$ cat config.mk
export PLATFORM = sky130hd
export DESIGN_NAME = indexed_bmp_stream_decoder
export DESIGN_NICKNAME = d
export VERILOG_FILES = /design/src/design/ibsd_pkg.sv /design/src/design/indexed_bmp_stream_decoder.sv /design/src/design/ibsd_front.sv /design/src/design/ibsd_queue.sv /design/src/design/ibsd_back.sv
export VERILOG_INCLUDE_DIRS = /design/src /design/src/design
export SDC_FILE = /design/constraint.sdc
export NUM_CORES = 1
export LEC_CHECK = 0
export BUFFER_PORTS_ARGS = -buffer_cell sky130_fd_sc_hd__buf_2
export CORE_ASPECT_RATIO = 1.2
export CORE_MARGIN = 2
export CORE_UTILIZATION = 25
export CTS_BUF_LIST = sky130_fd_sc_hd__clkbuf_8 sky130_fd_sc_hd__clkbuf_16
export DETAILED_ROUTE_END_ITERATION = 8
export SLEW_MARGIN = 20
export SYNTH_ARGS = -nofsm -noshare
export SYNTH_HDL_FRONTEND = slang
export SYNTH_HIERARCHICAL = 1
export SYNTH_SLANG_ARGS = --single-unit
$ cat constraint.sdc
create_clock -name clk -period 11.44 [get_ports clk]
set_input_delay 1.144 -clock clk [delete_from_list [all_inputs] [get_ports clk]]
set_output_delay 1.144 -clock clk [all_outputs]
set_load 0.02 [all_outputs]
$ cat src/design/indexed_bmp_stream_decoder_defines.svh
// Assertion macros shared by the decoder modules.
// Depends on nothing; included by files that carry assertions.
`ifndef INDEXED_BMP_STREAM_DECODER_DEFINES_SVH
`define INDEXED_BMP_STREAM_DECODER_DEFINES_SVH
// Implication checked on every rising clock edge outside reset.
`define IBSD_ASSERT_IMP(lbl, ante, cons) \
	lbl: assert property (@(posedge clk) disable iff (!arst_n) (ante) |-> (cons)) \
		else $error("%m: check failed");
// Next-cycle implication checked outside reset.
`define IBSD_ASSERT_NXT(lbl, ante, cons) \
	lbl: assert property (@(posedge clk) disable iff (!arst_n) (ante) |=> (cons)) \
		else $error("%m: check failed");
`endif

$ cat src/design/ibsd_pkg.sv
// Types and constants of the indexed BMP stream decoder.
// Depends on nothing; used by every design module.
package ibsd_pkg;
	localparam logic [2:0] KIND_HEADER = 3'd0;
	localparam logic [2:0] KIND_COLOR  = 3'd1;
	localparam logic [2:0] KIND_PIXEL  = 3'd2;
	localparam logic [2:0] KIND_ERROR  = 3'd3;
	localparam logic [2:0] KIND_DONE   = 3'd4;

	localparam logic [2:0] ERR_SIGNATURE = 3'd0;
	localparam logic [2:0] ERR_FORMAT    = 3'd1;
	localparam logic [2:0] ERR_PALETTE   = 3'd2;
	localparam logic [2:0] ERR_OFFSET    = 3'd3;
	localparam logic [2:0] ERR_TRUNCATED = 3'd4;
	localparam logic [2:0] ERR_TOO_LARGE = 3'd5;

	localparam int HEADER_BYTES = 54;

	// Parser phase, one-hot
	typedef enum logic [6:0] {
		PH_HEADER   = 7'b0000001,
		PH_SKIP_PAL = 7'b0000010,
		PH_PALETTE  = 7'b0000100,
		PH_SKIP_PIX = 7'b0001000,
		PH_PIXELS   = 7'b0010000,
		PH_DONE     = 7'b0100000,
		PH_ERROR    = 7'b1000000
	} phase_t;

	typedef struct packed {
		logic [7:0] data_byte;
		logic       start_of_file;
		logic       end_of_file;
	} in_item_t;

	typedef struct packed {
		logic [2:0]  kind;
		logic [7:0]  value;
		logic [7:0]  red;
		logic [7:0]  green;
		logic [7:0]  blue;
		logic [9:0]  pixel_x;
		logic [9:0]  pixel_y;
		logic [10:0] image_width;
		logic [10:0] image_height;
		logic [8:0]  color_count;
		logic [2:0]  error_code;
		logic        last_of_run;
	} out_item_t;

	// Classified byte handed from front to back
	typedef struct packed {
		logic       single;    // one result from front, no pixel run
		out_item_t  res;       // that result (also the message when single)
		logic       pix;       // unpack a pixel byte
		logic [7:0] pbyte;
		logic [1:0] depth;     // 0:1bpp 1:4bpp 2:8bpp
		logic [10:0] x0;       // first x of this byte
		logic [10:0] width;
		logic [9:0] py;
		logic       done;      // image complete after pixels
		logic       trunc;     // truncated error at end
	} job_t;
endpackage

$ cat src/design/indexed_bmp_stream_decoder.sv
// Top level of the indexed BMP stream decoder.
// Depends on ibsd_pkg, ibsd_front, ibsd_queue and ibsd_back.
//
// Usage: feed one BMP file byte per transfer on the input channel
// (in_valid/in_ready, in_item), start_of_file marking byte 0 and end_of_file
// the last byte. Results leave on out_valid/out_ready as out_item: header
// accepted, palette colours, pixels with x,y (top row y = 0), image complete
// or an error; last_of_run closes the results of one byte.
// A byte's results pass through the job queue and then the output register;
// a byte whose only result is a truncation error first takes an empty step.
// The back end sends at most one result per cycle, holding while out_ready
// is low. A byte holds the back end one step per pixel slot (eight at 1 bpp,
// two at 4 bpp, one otherwise, one for a byte with no pixels), plus one
// step each for image complete and truncation. The two-entry job queue lets
// the parser, while it has room, take one byte per cycle as the back end emits.
// Reset clears the parser to the header phase; the header byte store is
// undefined until written. When the receiver stalls the output register
// holds, the queue fills and then in_ready falls.
module indexed_bmp_stream_decoder #(
	parameter int MAX_WIDTH  = 1024,
	parameter int MAX_HEIGHT = 1024
) (
	input  logic                clk,
	input  logic                arst_n,
	input  ibsd_pkg::in_item_t  in_item,
	input  logic                in_valid,
	output logic                in_ready,
	output ibsd_pkg::out_item_t out_item,
	output logic                out_valid,
	input  logic                out_ready
);
	ibsd_pkg::job_t fj, qj;
	logic fv, fr, qv, qr;

	ibsd_front #(.MAX_WIDTH(MAX_WIDTH), .MAX_HEIGHT(MAX_HEIGHT)) u_front (
		.clk(clk), .arst_n(arst_n), .in_item(in_item), .in_valid(in_valid),
		.in_ready(in_ready), .job(fj), .job_valid(fv), .job_ready(fr));

	ibsd_queue u_queue (
		.clk(clk), .arst_n(arst_n), .wr_job(fj), .wr_valid(fv), .wr_ready(fr),
		.rd_job(qj), .rd_valid(qv), .rd_ready(qr));

	ibsd_back u_back (
		.clk(clk), .arst_n(arst_n), .job(qj), .job_valid(qv), .job_ready(qr),
		.out_item(out_item), .out_valid(out_valid), .out_ready(out_ready));
endmodule

$ cat src/design/ibsd_front.sv
// Front: parses bytes, keeps parser state, classifies each byte into a job.
// Depends on ibsd_pkg.
module ibsd_front #(
	parameter int MAX_WIDTH  = 1024,
	parameter int MAX_HEIGHT = 1024
) (
	input  logic               clk,
	input  logic               arst_n,
	input  ibsd_pkg::in_item_t in_item,
	input  logic               in_valid,
	output logic               in_ready,
	output ibsd_pkg::job_t     job,
	output logic               job_valid,
	input  logic               job_ready
);
	ibsd_pkg::phase_t phase_q;
	logic [31:0] pos_q;
	logic [7:0]  hdr_q [ibsd_pkg::HEADER_BYTES];
	logic [31:0] info_q, offs_q;
	logic [10:0] width_q, height_q, row_q;
	logic        bup_q;
	logic [1:0]  depth_q, cphase_q;
	logic [8:0]  pents_q, pcnt_q;
	logic [15:0] bg_q;
	logic [11:0] rbc_q, pitch_q;

	logic fire;
	assign in_ready = job_ready;
	assign fire = in_valid && in_ready;
	assign job_valid = in_valid;

	// Effective state after start-of-file restart
	logic             sof;
	ibsd_pkg::phase_t ph;
	logic [31:0]      p, np;
	logic [7:0]       b;
	assign sof = in_item.start_of_file;
	assign b   = in_item.data_byte;
	assign ph  = sof ? ibsd_pkg::PH_HEADER : phase_q;
	assign p   = sof ? 32'd0 : pos_q;
	assign np  = (p == 32'hFFFF_FFFF) ? p : p + 32'd1;

	// Header fields; none of them sits in the last header byte
	logic [31:0] w, h, colors0, comp, ihs, mag;
	logic [15:0] bpp;
	logic [8:0]  colors;
	logic        sig_ok, fmt_ok, pal_ok, size_ok;
	always_comb begin
		w    = {hdr_q[21], hdr_q[20], hdr_q[19], hdr_q[18]};
		h    = {hdr_q[25], hdr_q[24], hdr_q[23], hdr_q[22]};
		bpp  = {hdr_q[29], hdr_q[28]};
		comp = {hdr_q[33], hdr_q[32], hdr_q[31], hdr_q[30]};
		ihs  = {hdr_q[17], hdr_q[16], hdr_q[15], hdr_q[14]};
		colors0 = {hdr_q[49], hdr_q[48], hdr_q[47], hdr_q[46]};
		sig_ok = hdr_q[0] == 8'h42 && hdr_q[1] == 8'h4D;
		fmt_ok = ihs >= 32'd40 && w != 0 && !w[31] && h != 0 && comp == 0 &&
			(bpp == 16'd1 || bpp == 16'd4 || bpp == 16'd8);
		pal_ok = 1'b1;
		colors = '0;
		if (colors0 == 0) colors = 9'd1 << bpp[3:0];
		else if (colors0 > 32'd256) pal_ok = 1'b0;
		else colors = colors0[8:0];
		mag = h[31] ? (32'd0 - h) : h;
		size_ok = w <= 32'(MAX_WIDTH) && mag <= 32'(MAX_HEIGHT);
	end

	logic [11:0] pitch_new;
	always_comb begin
		logic [13:0] bits;
		bits = (bpp == 16'd1) ? {3'd0, w[10:0]} :
			(bpp == 16'd4) ? {1'b0, w[10:0], 2'd0} : {w[10:0], 3'd0};
		pitch_new = {1'b0, 11'((bits + 14'd31) >> 5)} << 2;
	end

	// Classify the byte and work out next state
	ibsd_pkg::job_t   j;
	ibsd_pkg::phase_t n_phase;
	logic [31:0] n_info, n_offs;
	logic [10:0] n_width, n_height, n_row;
	logic        n_bup;
	logic [1:0]  n_depth, n_cphase;
	logic [8:0]  n_pents, n_pcnt;
	logic [15:0] n_bg;
	logic [11:0] n_rbc, n_pitch;
	logic        err;
	always_comb begin
		j = '0;
		n_phase = ph;
		n_info = sof ? '0 : info_q;   n_offs = sof ? '0 : offs_q;
		n_width = sof ? '0 : width_q; n_height = sof ? '0 : height_q;
		n_row = sof ? '0 : row_q;     n_bup = sof ? 1'b0 : bup_q;
		n_depth = sof ? '0 : depth_q; n_cphase = sof ? '0 : cphase_q;
		n_pents = sof ? '0 : pents_q; n_pcnt = sof ? '0 : pcnt_q;
		n_bg = sof ? '0 : bg_q;       n_rbc = sof ? '0 : rbc_q;
		n_pitch = sof ? '0 : pitch_q;
		err = 1'b0;
		unique case (ph)
			ibsd_pkg::PH_HEADER: begin
				if (p == 32'd53) begin
					j.single = 1'b1;
					if (!sig_ok) begin
						j.res.kind = ibsd_pkg::KIND_ERROR;
						j.res.error_code = ibsd_pkg::ERR_SIGNATURE; err = 1'b1;
					end else begin
						n_info = ihs;
						n_offs = {hdr_q[13], hdr_q[12], hdr_q[11], hdr_q[10]};
						if (!fmt_ok) begin
							j.res.kind = ibsd_pkg::KIND_ERROR;
							j.res.error_code = ibsd_pkg::ERR_FORMAT; err = 1'b1;
						end else if (!pal_ok) begin
							j.res.kind = ibsd_pkg::KIND_ERROR;
							j.res.error_code = ibsd_pkg::ERR_PALETTE; err = 1'b1;
						end else if (!size_ok) begin
							j.res.kind = ibsd_pkg::KIND_ERROR;
							j.res.error_code = ibsd_pkg::ERR_TOO_LARGE; err = 1'b1;
						end else begin
							n_width = w[10:0]; n_height = mag[10:0];
							n_bup = !h[31];
							n_depth = (bpp == 16'd1) ? 2'd0 : (bpp == 16'd4) ? 2'd1 : 2'd2;
							n_pents = colors; n_pitch = pitch_new;
							j.res.kind = ibsd_pkg::KIND_HEADER;
							j.res.image_width = w[10:0];
							j.res.image_height = mag[10:0];
							j.res.color_count = colors;
							n_phase = ({1'b0, ihs} + 33'd14 == {1'b0, np}) ?
								ibsd_pkg::PH_PALETTE : ibsd_pkg::PH_SKIP_PAL;
						end
					end
				end
			end
			ibsd_pkg::PH_SKIP_PAL: begin
				if ({1'b0, info_q} + 33'd14 == {1'b0, np}) n_phase = ibsd_pkg::PH_PALETTE;
			end
			ibsd_pkg::PH_PALETTE: begin
				unique case (cphase_q)
					2'd0: n_bg[7:0] = b;
					2'd1: n_bg[15:8] = b;
					2'd2: begin
						j.single = 1'b1;
						j.res.kind = ibsd_pkg::KIND_COLOR;
						j.res.value = pcnt_q[7:0];
						j.res.red = b;
						j.res.green = bg_q[15:8];
						j.res.blue = bg_q[7:0];
					end
					default: begin
						n_pcnt = pcnt_q + 9'd1;
						if (n_pcnt >= pents_q) begin
							if (offs_q < np) begin
								j.single = 1'b1;
								j.res.kind = ibsd_pkg::KIND_ERROR;
								j.res.error_code = ibsd_pkg::ERR_OFFSET; err = 1'b1;
							end else if (offs_q == np) n_phase = ibsd_pkg::PH_PIXELS;
							else n_phase = ibsd_pkg::PH_SKIP_PIX;
						end
					end
				endcase
				n_cphase = cphase_q + 2'd1;
			end
			ibsd_pkg::PH_SKIP_PIX: begin
				if (offs_q == np) n_phase = ibsd_pkg::PH_PIXELS;
			end
			ibsd_pkg::PH_PIXELS: begin
				j.pix = 1'b1;
				j.pbyte = b;
				j.depth = depth_q;
				j.width = width_q;
				j.x0 = (depth_q == 2'd0) ? {rbc_q[7:0], 3'd0} :
					(depth_q == 2'd1) ? {rbc_q[9:0], 1'b0} : rbc_q[10:0];
				j.py = bup_q ? 10'(height_q - 11'd1 - row_q) : row_q[9:0];
				n_rbc = rbc_q + 12'd1;
				if (n_rbc >= pitch_q) begin
					n_rbc = '0;
					n_row = row_q + 11'd1;
					if (n_row >= height_q) begin
						j.done = 1'b1; n_phase = ibsd_pkg::PH_DONE;
					end
				end
			end
			default: ;
		endcase
		if (err) n_phase = ibsd_pkg::PH_ERROR;
		if (in_item.end_of_file && n_phase != ibsd_pkg::PH_DONE &&
			n_phase != ibsd_pkg::PH_ERROR) begin
			j.trunc = 1'b1; n_phase = ibsd_pkg::PH_ERROR;
		end
	end
	assign job = j;

	// Advance parser state on each transfer
	always_ff @(posedge clk or negedge arst_n) begin
		if (!arst_n) begin
			phase_q <= ibsd_pkg::PH_HEADER; pos_q <= '0; info_q <= '0; offs_q <= '0;
			width_q <= '0; height_q <= '0; row_q <= '0; bup_q <= 1'b0;
			depth_q <= '0; cphase_q <= '0; pents_q <= '0; pcnt_q <= '0;
			bg_q <= '0; rbc_q <= '0; pitch_q <= '0;
		end else if (fire) begin
			phase_q <= n_phase; pos_q <= np; info_q <= n_info; offs_q <= n_offs;
			width_q <= n_width; height_q <= n_height; row_q <= n_row; bup_q <= n_bup;
			depth_q <= n_depth; cphase_q <= n_cphase; pents_q <= n_pents;
			pcnt_q <= n_pcnt; bg_q <= n_bg; rbc_q <= n_rbc; pitch_q <= n_pitch;
		end
	end

	// Collect header bytes
	always_ff @(posedge clk) begin
		if (fire && ph == ibsd_pkg::PH_HEADER && p < 32'd54) hdr_q[p[5:0]] <= b;
	end
endmodule

$ cat src/design/ibsd_queue.sv
// Two-entry job queue between front and back.
// Depends on ibsd_pkg and the shared assertion header.
`include "indexed_bmp_stream_decoder_defines.svh"
module ibsd_queue (
	input  logic           clk,
	input  logic           arst_n,
	input  ibsd_pkg::job_t wr_job,
	input  logic           wr_valid,
	output logic           wr_ready,
	output ibsd_pkg::job_t rd_job,
	output logic           rd_valid,
	input  logic           rd_ready
);
	ibsd_pkg::job_t mem_q [2];
	logic wp_q, rp_q;
	logic [1:0] cnt_q;
	logic push, pop;
	assign wr_ready = cnt_q != 2'd2;
	assign rd_valid = cnt_q != 2'd0;
	assign rd_job = mem_q[rp_q];
	assign push = wr_valid && wr_ready;
	assign pop = rd_valid && rd_ready;

	// Advance pointers and count
	always_ff @(posedge clk or negedge arst_n) begin
		if (!arst_n) begin
			wp_q <= 1'b0; rp_q <= 1'b0; cnt_q <= '0;
		end else begin
			if (push) wp_q <= ~wp_q;
			if (pop) rp_q <= ~rp_q;
			cnt_q <= cnt_q + {1'b0, push} - {1'b0, pop};
		end
	end

	always_ff @(posedge clk) begin
		if (push) mem_q[wp_q] <= wr_job;
	end

	`IBSD_ASSERT_IMP(a_q_bound, 1'b1, cnt_q <= 2'd2)
	`IBSD_ASSERT_NXT(a_q_full, cnt_q == 2'd2 && !pop, cnt_q == 2'd2)
	`IBSD_ASSERT_NXT(a_q_empty, cnt_q == 2'd0 && !push, cnt_q == 2'd0)
endmodule

$ cat src/design/ibsd_back.sv
// Back: expands jobs to items in an output register, one per cycle when not stalled.
// Depends on ibsd_pkg and the shared assertion header.
`include "indexed_bmp_stream_decoder_defines.svh"
module ibsd_back (
	input  logic                clk,
	input  logic                arst_n,
	input  ibsd_pkg::job_t      job,
	input  logic                job_valid,
	output logic                job_ready,
	output ibsd_pkg::out_item_t out_item,
	output logic                out_valid,
	input  logic                out_ready
);
	// Step through a job: pixel k, then done, then truncated
	typedef enum logic [2:0] {
		TAIL_BODY  = 3'b001,
		TAIL_DONE  = 3'b010,
		TAIL_TRUNC = 3'b100
	} tail_t;

	logic [3:0] k_q;
	tail_t      tail_q;   // body: pixels or single result, then done, then trunc
	logic       slot_free;
	logic [3:0] per;
	logic [10:0] x;
	logic [7:0] idx;
	logic       have;
	logic       any_later;
	ibsd_pkg::out_item_t r;
	logic       step_end;

	assign slot_free = !out_valid || out_ready;

	always_comb begin
		logic pix_left;
		per = (job.depth == 2'd0) ? 4'd8 : (job.depth == 2'd1) ? 4'd2 : 4'd1;
		x = job.x0 + {7'd0, k_q};
		unique case (job.depth)
			2'd0: idx = {7'd0, job.pbyte[3'd7 - k_q[2:0]]};
			2'd1: idx = k_q[0] ? {4'd0, job.pbyte[3:0]} : {4'd0, job.pbyte[7:4]};
			default: idx = job.pbyte;
		endcase
		r = '0;
		have = 1'b0;
		step_end = 1'b0;
		pix_left = 1'b0;
		if (tail_q == TAIL_BODY) begin
			if (job.single) begin
				r = job.res; have = 1'b1;
			end else if (job.pix) begin
				have = x < job.width;
				r.kind = ibsd_pkg::KIND_PIXEL;
				r.value = idx;
				r.pixel_x = x[9:0];
				r.pixel_y = job.py;
				pix_left = k_q + 4'd1 < per;
			end
			any_later = pix_left || job.done || job.trunc;
			step_end = !pix_left;
		end else if (tail_q == TAIL_DONE) begin
			r.kind = ibsd_pkg::KIND_DONE; have = 1'b1;
			any_later = job.trunc;
			step_end = 1'b1;
		end else begin
			r.kind = ibsd_pkg::KIND_ERROR;
			r.error_code = ibsd_pkg::ERR_TRUNCATED; have = 1'b1;
			any_later = 1'b0;
			step_end = 1'b1;
		end
		// last if no later result in this job can appear
		if (tail_q == TAIL_BODY && job.pix && pix_left) begin
			// later pixels exist only if their x is in range; x grows so check next
			any_later = (x + 11'd1 < job.width) || job.done || job.trunc;
		end
		r.last_of_run = !any_later;
	end

	logic advance;
	logic job_fin;
	assign advance = job_valid && slot_free;
	assign job_fin = advance && (tail_q == TAIL_TRUNC ||
		(tail_q == TAIL_DONE && !job.trunc) ||
		(tail_q == TAIL_BODY && step_end && !job.done && !job.trunc));
	assign job_ready = job_fin;

	// Walk the job
	always_ff @(posedge clk or negedge arst_n) begin
		if (!arst_n) begin
			k_q <= '0; tail_q <= TAIL_BODY;
		end else if (advance) begin
			if (job_fin) begin
				k_q <= '0; tail_q <= TAIL_BODY;
			end else if (tail_q == TAIL_BODY && !step_end) begin
				k_q <= k_q + 4'd1;
			end else if (tail_q == TAIL_BODY && job.done) begin
				tail_q <= TAIL_DONE;
			end else begin
				tail_q <= TAIL_TRUNC;
			end
		end
	end

	// Output register
	ibsd_pkg::out_item_t out_q;
	logic ov_q;
	always_ff @(posedge clk or negedge arst_n) begin
		if (!arst_n) ov_q <= 1'b0;
		else if (slot_free) ov_q <= advance && have;
	end
	always_ff @(posedge clk) begin
		if (slot_free && advance && have) out_q <= r;
	end
	assign out_item = out_q;
	assign out_valid = ov_q;

	`IBSD_ASSERT_NXT(a_hold, out_valid && !out_ready, out_valid && $stable(out_item))
	`IBSD_ASSERT_IMP(a_k_range, 1'b1, k_q < 4'd8)
	`IBSD_ASSERT_IMP(a_tail, job_ready, job_valid)
endmodule

; ---- After elaboration in Yosys (flattened, before gate mapping)
; Memories as Yosys holds them, arrays and structs flattened.
; Cells that the tools add are included.
[totals]
register_bits = 301
ram_bits = 662
n_memories = 2
[op_classes]
addsub = 17
n_lt_le_gt_ge = 13
eq_ne = 26
shift = 1
n_mux = 170
bitwise = 2
n_reduce_logical = 61
[memory_table]
columns = memory, depth, word_bits, read_ports, rd_clocked_by_memory_dff, write_ports, line
row1 = u_front.hdr_q, 54, 8, 28, 0, 1, ibsd_front.sv:18  ; logic [7:0] hdr_q [ibsd_pkg::HEADER_BYTES];
row2 = u_queue.mem_q, 2, 115, 1, 0, 1, ibsd_queue.sv:14  ; ibsd_pkg::job_t mem_q [2];
[ops]
columns = cell, count
row1 = two-way mux 32 bit, 13
row2 = two-way mux 11 bit, 20
row3 = two-way mux 31 bit, 5
row4 = two-way mux 12 bit, 10
row5 = two-way mux 9 bit, 12
row6 = two-way mux 7 bit, 15
row7 = adder 32 x 4 -> 33 bit (second input constant), 2
row8 = equality test 33 x 32 -> 1 bit, 2
row9 = less-or-equal comparator 32 x 11 -> 1 bit (second input constant), 2
row10 = zero test 32 bit, 2
row11 = nonzero test 32 bit, 2
row12 = two-way mux 3 bit, 16
row13 = two-way mux 44 bit, 1
row14 = two-way mux 20 bit, 2
row15 = two-way mux 1 bit, 36
row16 = one-hot mux 7 bit (5 select lines), 1
row17 = two-way mux 34 bit, 1
row18 = adder 32 x 1 -> 32 bit (second input constant), 1
row19 = equality test 32 bit, 1
row20 = equality test 32 bit (second input constant), 1
row21 = equality test 32 x 6 -> 1 bit (second input constant), 1
row22 = >= comparator 32 x 6 -> 1 bit (second input constant), 1
row23 = > comparator 32 x 9 -> 1 bit (second input constant), 1
row24 = less-than comparator 32 bit, 1
row25 = other kinds (59), 141

; ---- Longest topological paths before layout
; Gate-level depths: netlist of the first run.
; An unclocked memory read counts as a cell.
[logic_depth]
depth_word = 17
ltp_mapped = 27

; ---- By module
; The synthesis of the first run kept the hierarchy.
[modules_own_cells]
columns = module, n_inst, cells_each, area_each_um2, seq_area_each_um2
row1 = ibsd_front, 1, 2468, 24433.4, 11707.5
row2 = ibsd_queue, 1, 440, 10089.7, 8267.9
row3 = ibsd_back, 1, 430, 5202.5, 2904.0

; ---- Least setup slack after synthesis of the first run
; Ideal clock, no wire load.
[synth_path]
kind = register to register
startpoint = register u_queue.rp_q
endpoint = register u_back.out_q, in the netlist u_back/out_item[0], enable pin
setup_ps = 663
t_arrival_ps = 9391
t_required_ps = 10777
path_slack_ps = 1386
path_stages_with_launch = 16
period_less_slack_ps = 10054
path_cell_list = dfrtp_1 buf_6 clkbuf_8 mux2_2 ha_1 inv_1 fa_1 nand2b_1 a21oi_4 and2b_1 nand3_1 xnor2_1 ha_1 a211oi_1 a211oi_1 o21ai_0
[synth_lines]
columns = element, line
row1 = from (decl), ibsd_queue.sv:15  ; logic wp_q, rp_q;
row2 = from (signal assigned), ibsd_queue.sv:30  ; if (pop) rp_q <= ~rp_q;
row3 = to (signal assigned), ibsd_back.sv:111  ; if (slot_free && advance && have) out_q <= r;
row4 = to (decl), ibsd_back.sv:104  ; ibsd_pkg::out_item_t out_q;

; ---- Final worst setup path of the first run
[layout_path]
startpoint = input port in_item[1] (netlist bit)
endpoint = register u_front.phase_q[6]
[layout_between]
elab_chain_len = 16
word_cells_on_any_way = 41
[layout_lines]
columns = element, line
row1 = from (decl), indexed_bmp_stream_decoder.sv:25  ; input ibsd_pkg::in_item_t in_item,
row2 = "parallel branches: the longest is 11 deep, another holds adder 32 x 1 -> 32 bit", -
row3 = two-way mux 7 bit *, ibsd_front.sv:182  ; if (err) n_phase = ibsd_pkg::PH_ERROR;
row4 = != test 7 x 6 -> 1 bit, ibsd_front.sv:183  ; if (in_item.end_of_file && n_phase != ibsd_pkg::PH_DONE &&
row5 = logical AND 1 bit (2 in a row), ibsd_front.sv:183
row6 = two-way mux 7 bit *, ibsd_front.sv:183
row7 = to (signal assigned), ibsd_front.sv:198  ; phase_q <= n_phase; pos_q <= np; info_q <= n_info; offs_q <= n_offs;
row8 = to (decl), ibsd_front.sv:16  ; ibsd_pkg::phase_t phase_q;
; Every way passes the cells marked *.
; A chain may end at the register's enable or synchronous reset.

==> results of run 1 <==
[state kept, by name (all words and copies together), names as in the netlist, 3 cells and up]
name,cells
u_back/k_q,4
u_back/out_item,90
u_back/tail_q,3
u_front/bg_q,16
u_front/hdr_q,224
u_front/height_q,11
u_front/info_q,32
u_front/offs_q,32
u_front/pcnt_q,9
u_front/pents_q,9
u_front/phase_q,7
u_front/pitch_q,12
u_front/pos_q,32
u_front/rbc_q,12
u_front/row_q,11
u_front/width_q,11
u_queue/mem_q,270
[metrics by stage]
| step | hold WS (ps) | cells | setup WS [ps] | power (uW) | area [sq um] |
|---|---|---|---|---|---|
| after global placement | 444 | 5405 | 3770 | 5860 | 42200 |
| after detailed placement | 448 | 5405 | 3610 | 5890 | 42200 |
| after CTS | 453 | 5563 | 4280 | 8630 | 45000 |
| after global routing | 462 | 5563 | 3810 | 8920 | 45000 |
| after floorplan | 442 | 3354 | 1390 | 5310 | 39700 |
| final | 451 | 5563 | 4140 | 8520 | 45000 |
[final cells by class]
cell class,instances,area [sq um],share of cell area (%)
Timing Repair Buffer,142,813,1.81
Sequential cell,795,22800,50.7
Clock inverter,53,380,0.844
Inverter,116,435,0.967
Multi-Input combinational cell,2246,15500,34.5
Clock buffer,105,2420,5.38
Tap cell,2106,2640,5.85
[power by group through the flow]
| stage | registers [uW] | clock network, uW | logic [uW] |
|---|---|---|---|
| after floorplan | 4100 | 0 | 1200 |
| after global placement | 3890 | 0 | 1970 |
| after detailed placement | 3900 | 0 | 1990 |
| after CTS | 3850 | 2790 | 1990 |
| after global routing | 3880 | 2910 | 2140 |
| final | 3830 | 2730 | 1960 |
[final timing paths]
check                                      to  slack, ps  cells after the start
setup / recovery           u_front/phase_q[6]       4140                     25
setup reg to reg           u_front/phase_q[6]       4740                     21
hold / removal              u_front/offs_q[4]        450                      1
hold reg to reg             u_front/offs_q[4]        450                      1
min in group asynchronous  u_front/info_q[18]        580                      1
max in group asynchronous       u_front/bup_q       8790                      3
[per-layer routing]
layer,track usage [%],share of wire (%),vias to the layer above
met5,0,0.026,-
li1,-,-,12526
met2,22.0,49,714
met1,16.4,43,13203
met4,4.28,3.4,6
met3,2.09,4.9,203
==> results.toml, run 1 <==
[clock_tree]
hold_buffers = 0
clk_pin_slew_worst_paths_ps = 60
htreeDepth = 3
cts_root_buf = "clkbuf_16"
clk-insertion-delay-late_ps = 660
cts_resized = 0
cts_sinks = 795
cts_tree = "done"
cts_made_buffers = 85
clk_path_buf_depth = 3
cts_setup_buffers = 0

[power_and_ir_drop]
comb_power_share_pct = 23.0
clockPowerShare_pct = 32.0
p_leak_uw = 0.0167
internal_power_uw = 5890
power.density_nw_per_um2 = 189
p_sw_uw = 2630
vdd_drop_max_v = 0.000157
swShare_pct = 30.8
seqPwrFrac_pct = 45.0

[timing]
clock_skew_ps = 23.2
slew_violations = 0
layout_min_cycle_time_ps = 7300
finalHoldViolCount = 0
clock.fmax_mhz = 137
max-slew-margin-rel_pct = 27.3
final.period_utilization_pct = 63.8
tightest_slew_ps = 1090
rsz0062_at_grt = "false"
setup_viol = 0
finalSetupTns_ps = 0

[job]
max_cap_viol_count = 0

[grt]
grt.overflow.total = 0
antenna_found_initial = 6
grt_max_degree = 106
grt_pass1_wl_microns = 161000
grt_usage_pct = 12.8
first_global_vias = 26113

[cells_and_area]
post-route-util_pct = 28.5
mostFrequentLayoutCells = "edfxtp_1, nand2_1, nor2_1"
antenna_cells = 0
mostFrequentLayoutCell = "edfxtp_1"
syn_to_final_growth_pct = 13.6
fillCellCount = 16087
fin_nets = 3514
drive_gt1_share_pct = 13.8

[place]
post-dp-hpwl_microns = 74100
gp_congestion = 0.923
port_buffers = 105

[floorplan]
initial_core_util_pct = 25.1
fp.dieArea_sq_um = 162000
die_width_microns = 368
die_height_microns = 440
pin_count = 106
coreArea_sq_um = 158000
rows = 160

[worst_setup_path]
cp.required_ps = 11960
slowest_stage = "or4_1"
endpoint_kind = "register"
crit_buf_inv = 5
r2r-start = "u_front/pos_q[0]"
worstPathMaxFanout = 24
worst_ep_arrival_time_ps = 7830
start_kind = "primary input"
cp_top_family = "simple AND/OR/NAND/NOR gates"
slowest_delay_ps = 750
crit_start = "in_item[1]"
path_class = "in2reg"

[run_status]
status = "complete, no violations"

[worst_hold_path]
hold_path.class = "reg2reg"
hp-start = "u_front/hdr_q[10][4]"

[detailed_routing]
drt-initial-drc-count = 2228
postRouteAntennaNets = 0
drc = 0
post_drt_wl_per_cell_microns = 19.2
vias_per_cell = 4.79
via_count = 26652
drt-total-wl_microns = 107000
dr.pass1.iters = 6

[synthesis]
syn_area_sq_um = 39600
syn_inst = 3334
yosysWarnings = 6
synth_area_per_cell_sq_um = 11.9
(Power assumes the default switching activity.)
==> run 2: changes to the inputs <==
==> constraint.sdc (replaced) <==
create_clock -name clk -period 6.5 [get_ports clk]
set_input_delay 0.65 -clock clk [delete_from_list [all_inputs] [get_ports clk]]
set_output_delay 0.65 -clock clk [all_outputs]
set_load 0.02 [all_outputs]
==> results.toml, run 2 (synthesis gave the netlist of run 1 again) <==
[timing]
layout_setup_ws_ps = 463
max-slew-margin-rel_pct = 28.6
finalSetupTns_ps = 0
final.period_utilization_pct = 92.9
rsz0062_at_grt = "false"
layout_min_cycle_time_ps = 6040
clock.fmax_mhz = 166
setup_viol = 0
slew_violations = 0
tightest_slew_ps = 1070
clock_skew_ps = 37.1
finalHoldViolCount = 0

[clock_tree]
cts_sinks = 795
cts_made_buffers = 89
clk_path_buf_depth = 3
htreeDepth = 3
cts_tree = "done"
clk_pin_slew_worst_paths_ps = 60
clk-insertion-delay-late_ps = 660
cts_root_buf = "clkbuf_16"

[power_and_ir_drop]
p_leak_uw = 0.0169
vdd_drop_max_v = 0.000254
power.density_nw_per_um2 = 334
finalPower_uw = 15200

[worst_setup_path]
slowest_delay_ps = 590
crit_cells = 24
start_kind = "register"
cp.required_ps = 7020
crit_start = "u_front/pos_q[0]"
slowest_stage = "or4_4"
crit_chain = "inv_1 -> nor2_1 -> ha_1 -> nand4_1 -> or4_4 -> nor4_4 -> buf_4 -> buf_4 -> o21a_1 -> nor2_1 -> ha_1 -> nand2_1 -> nor4_2 -> buf_4 -> nand2_1 -> or4_1 -> a2111oi_0 -> a311oi_1 -> o21a_1 -> o21ai_0 -> nand2b_1 -> o21a_1 -> nor4b_2 -> o21ai_1"
crit_buf_inv = 4
rrSetupSlack_ps = 460
worstPathMaxFanout = 14
r2r-start = "u_front/pos_q[0]"
path_class = "reg2reg"
worst_ep_arrival_time_ps = 6560
r2r_end = "u_front/phase_q[6]"
cp_top_family = "simple AND/OR/NAND/NOR gates"
endpoint_kind = "register"
rr_worst_depth = 24
endpoint = "u_front/phase_q[6]"

[run_status]
status = "complete, no violations"

[grt]
grt_pass1_wl_microns = 164000
grt.overflow.total = 0
grt_usage_pct = 13.0
antenna_found_initial = 5
grt_max_degree = 113
first_global_vias = 26759

[detailed_routing]
postRouteAntennaNets = 0
drc = 0
drt-total-wl_microns = 107000
vias_per_cell = 4.77
post_drt_wl_per_cell_microns = 19.1
dr.pass1.iters = 6
drt-initial-drc-count = 2323
via_count = 26714

[place]
port_buffers = 105
post-dp-hpwl_microns = 74000
gp_congestion = 0.910
dp_slack_ps = 24.2

[cells_and_area]
mostFrequentLayoutCells = "edfxtp_1, nand2_1, nor2_1"
fin_nets = 3540
largest_register = "u_queue/mem_q"
syn_to_final_growth_pct = 14.7
fillCellCount = 16098
mostFrequentLayoutCell = "edfxtp_1"
drive_gt1_share_pct = 14.5
largest_register_ffs = 270

[floorplan]
die_width_microns = 368
rows = 160
die_height_microns = 440
initial_core_util_pct = 25.1
coreArea_sq_um = 158000
fp.dieArea_sq_um = 162000
pin_count = 106

[worst_hold_path]
hold_path.class = "in2async"

[job]
max_cap_viol_count = 0
-- run 2: routing by layer --
metal | wire length, microns | global-route usage [%]
met1 | 46000 | 16.8
met2 | 53100 | 22.6
met5 | 18 | 0
met4 | 2660 | 3.45
met3 | 5180 | 1.83
-- run 2: stage by stage --
step                hold slack (ps)  instance area [sq um]  instances  utilization (%)
floorplan                       354                  39700       3354                -
global placement                447                  42400       5423             26.9
detailed placement              448                  42500       5424             26.9
CTS                            67.4                  45400       5591             28.8
global route                    105                  45500       5594             28.8
finish                         58.5                  45500       5595             28.8
-- run 2: power by group --
| part | leakage [uW] | internal [uW] | switching, uW |
|---|---|---|---|
| clock network | 0.00153 | 2900 | 2090 |
| registers | 0.00844 | 6410 | 286 |
| logic | 0.00694 | 1200 | 2310 |
| total | 0.0169 | 10500 | 4690 |
-- run 2: how the worst min path moves through the flow --
stage,to,start,cells after the start
after floorplan,u_back/k_q[0],arst_n,0
after CTS,u_front/info_q[4],arst_n,1
final,u_front/info_q[14],arst_n,1
after global routing,u_front/info_q[23],arst_n,1
after global placement,u_front/offs_q[24],u_front/hdr_q[13][0],1
after detailed placement,u_front/offs_q[26],u_front/hdr_q[13][2],1
-- run 2: timing repair --
| action | in CTS | in global routing |
|---|---|---|
| endpoints found under the setup margin | 0 | 5 |
| hold buffers | 0 | 0 |
| hold endpoints to repair | 0 | 0 |
| resized for setup | 0 | 1 |
| buffers inserted | 0 | 3 |
-- run 2: layout make-up --
type | count | area [sq um] | share of cell area, %
multi-input combinational | 2246 | 15500 | 34.2
clock buffer | 98 | 2350 | 5.17
tap | 2106 | 2640 | 5.80
sequential | 795 | 22800 | 50.2
clock inverter | 69 | 598 | 1.32
antenna | 1 | 2.50 | 0.00550
inverter | 116 | 435 | 0.958
timing repair buffer | 164 | 1080 | 2.37
-- run 2: worst register-to-register path: stages (launching register included) --
cell and delay, ps:
dfrtp_1 460, inv_1 140, nor2_1 160, ha_1 250
nand4_1 190, or4_4 590, nor4_4 300, buf_4 200
buf_4 220, o21a_1 180, nor2_1 90, ha_1 340
nand2_1 80, nor4_2 290, buf_4 190, nand2_1 50
or4_1 410, a2111oi_0 430, a311oi_1 150, o21a_1 210
o21ai_0 280, nand2b_1 120, o21a_1 210, nor4b_2 280
o21ai_1 100
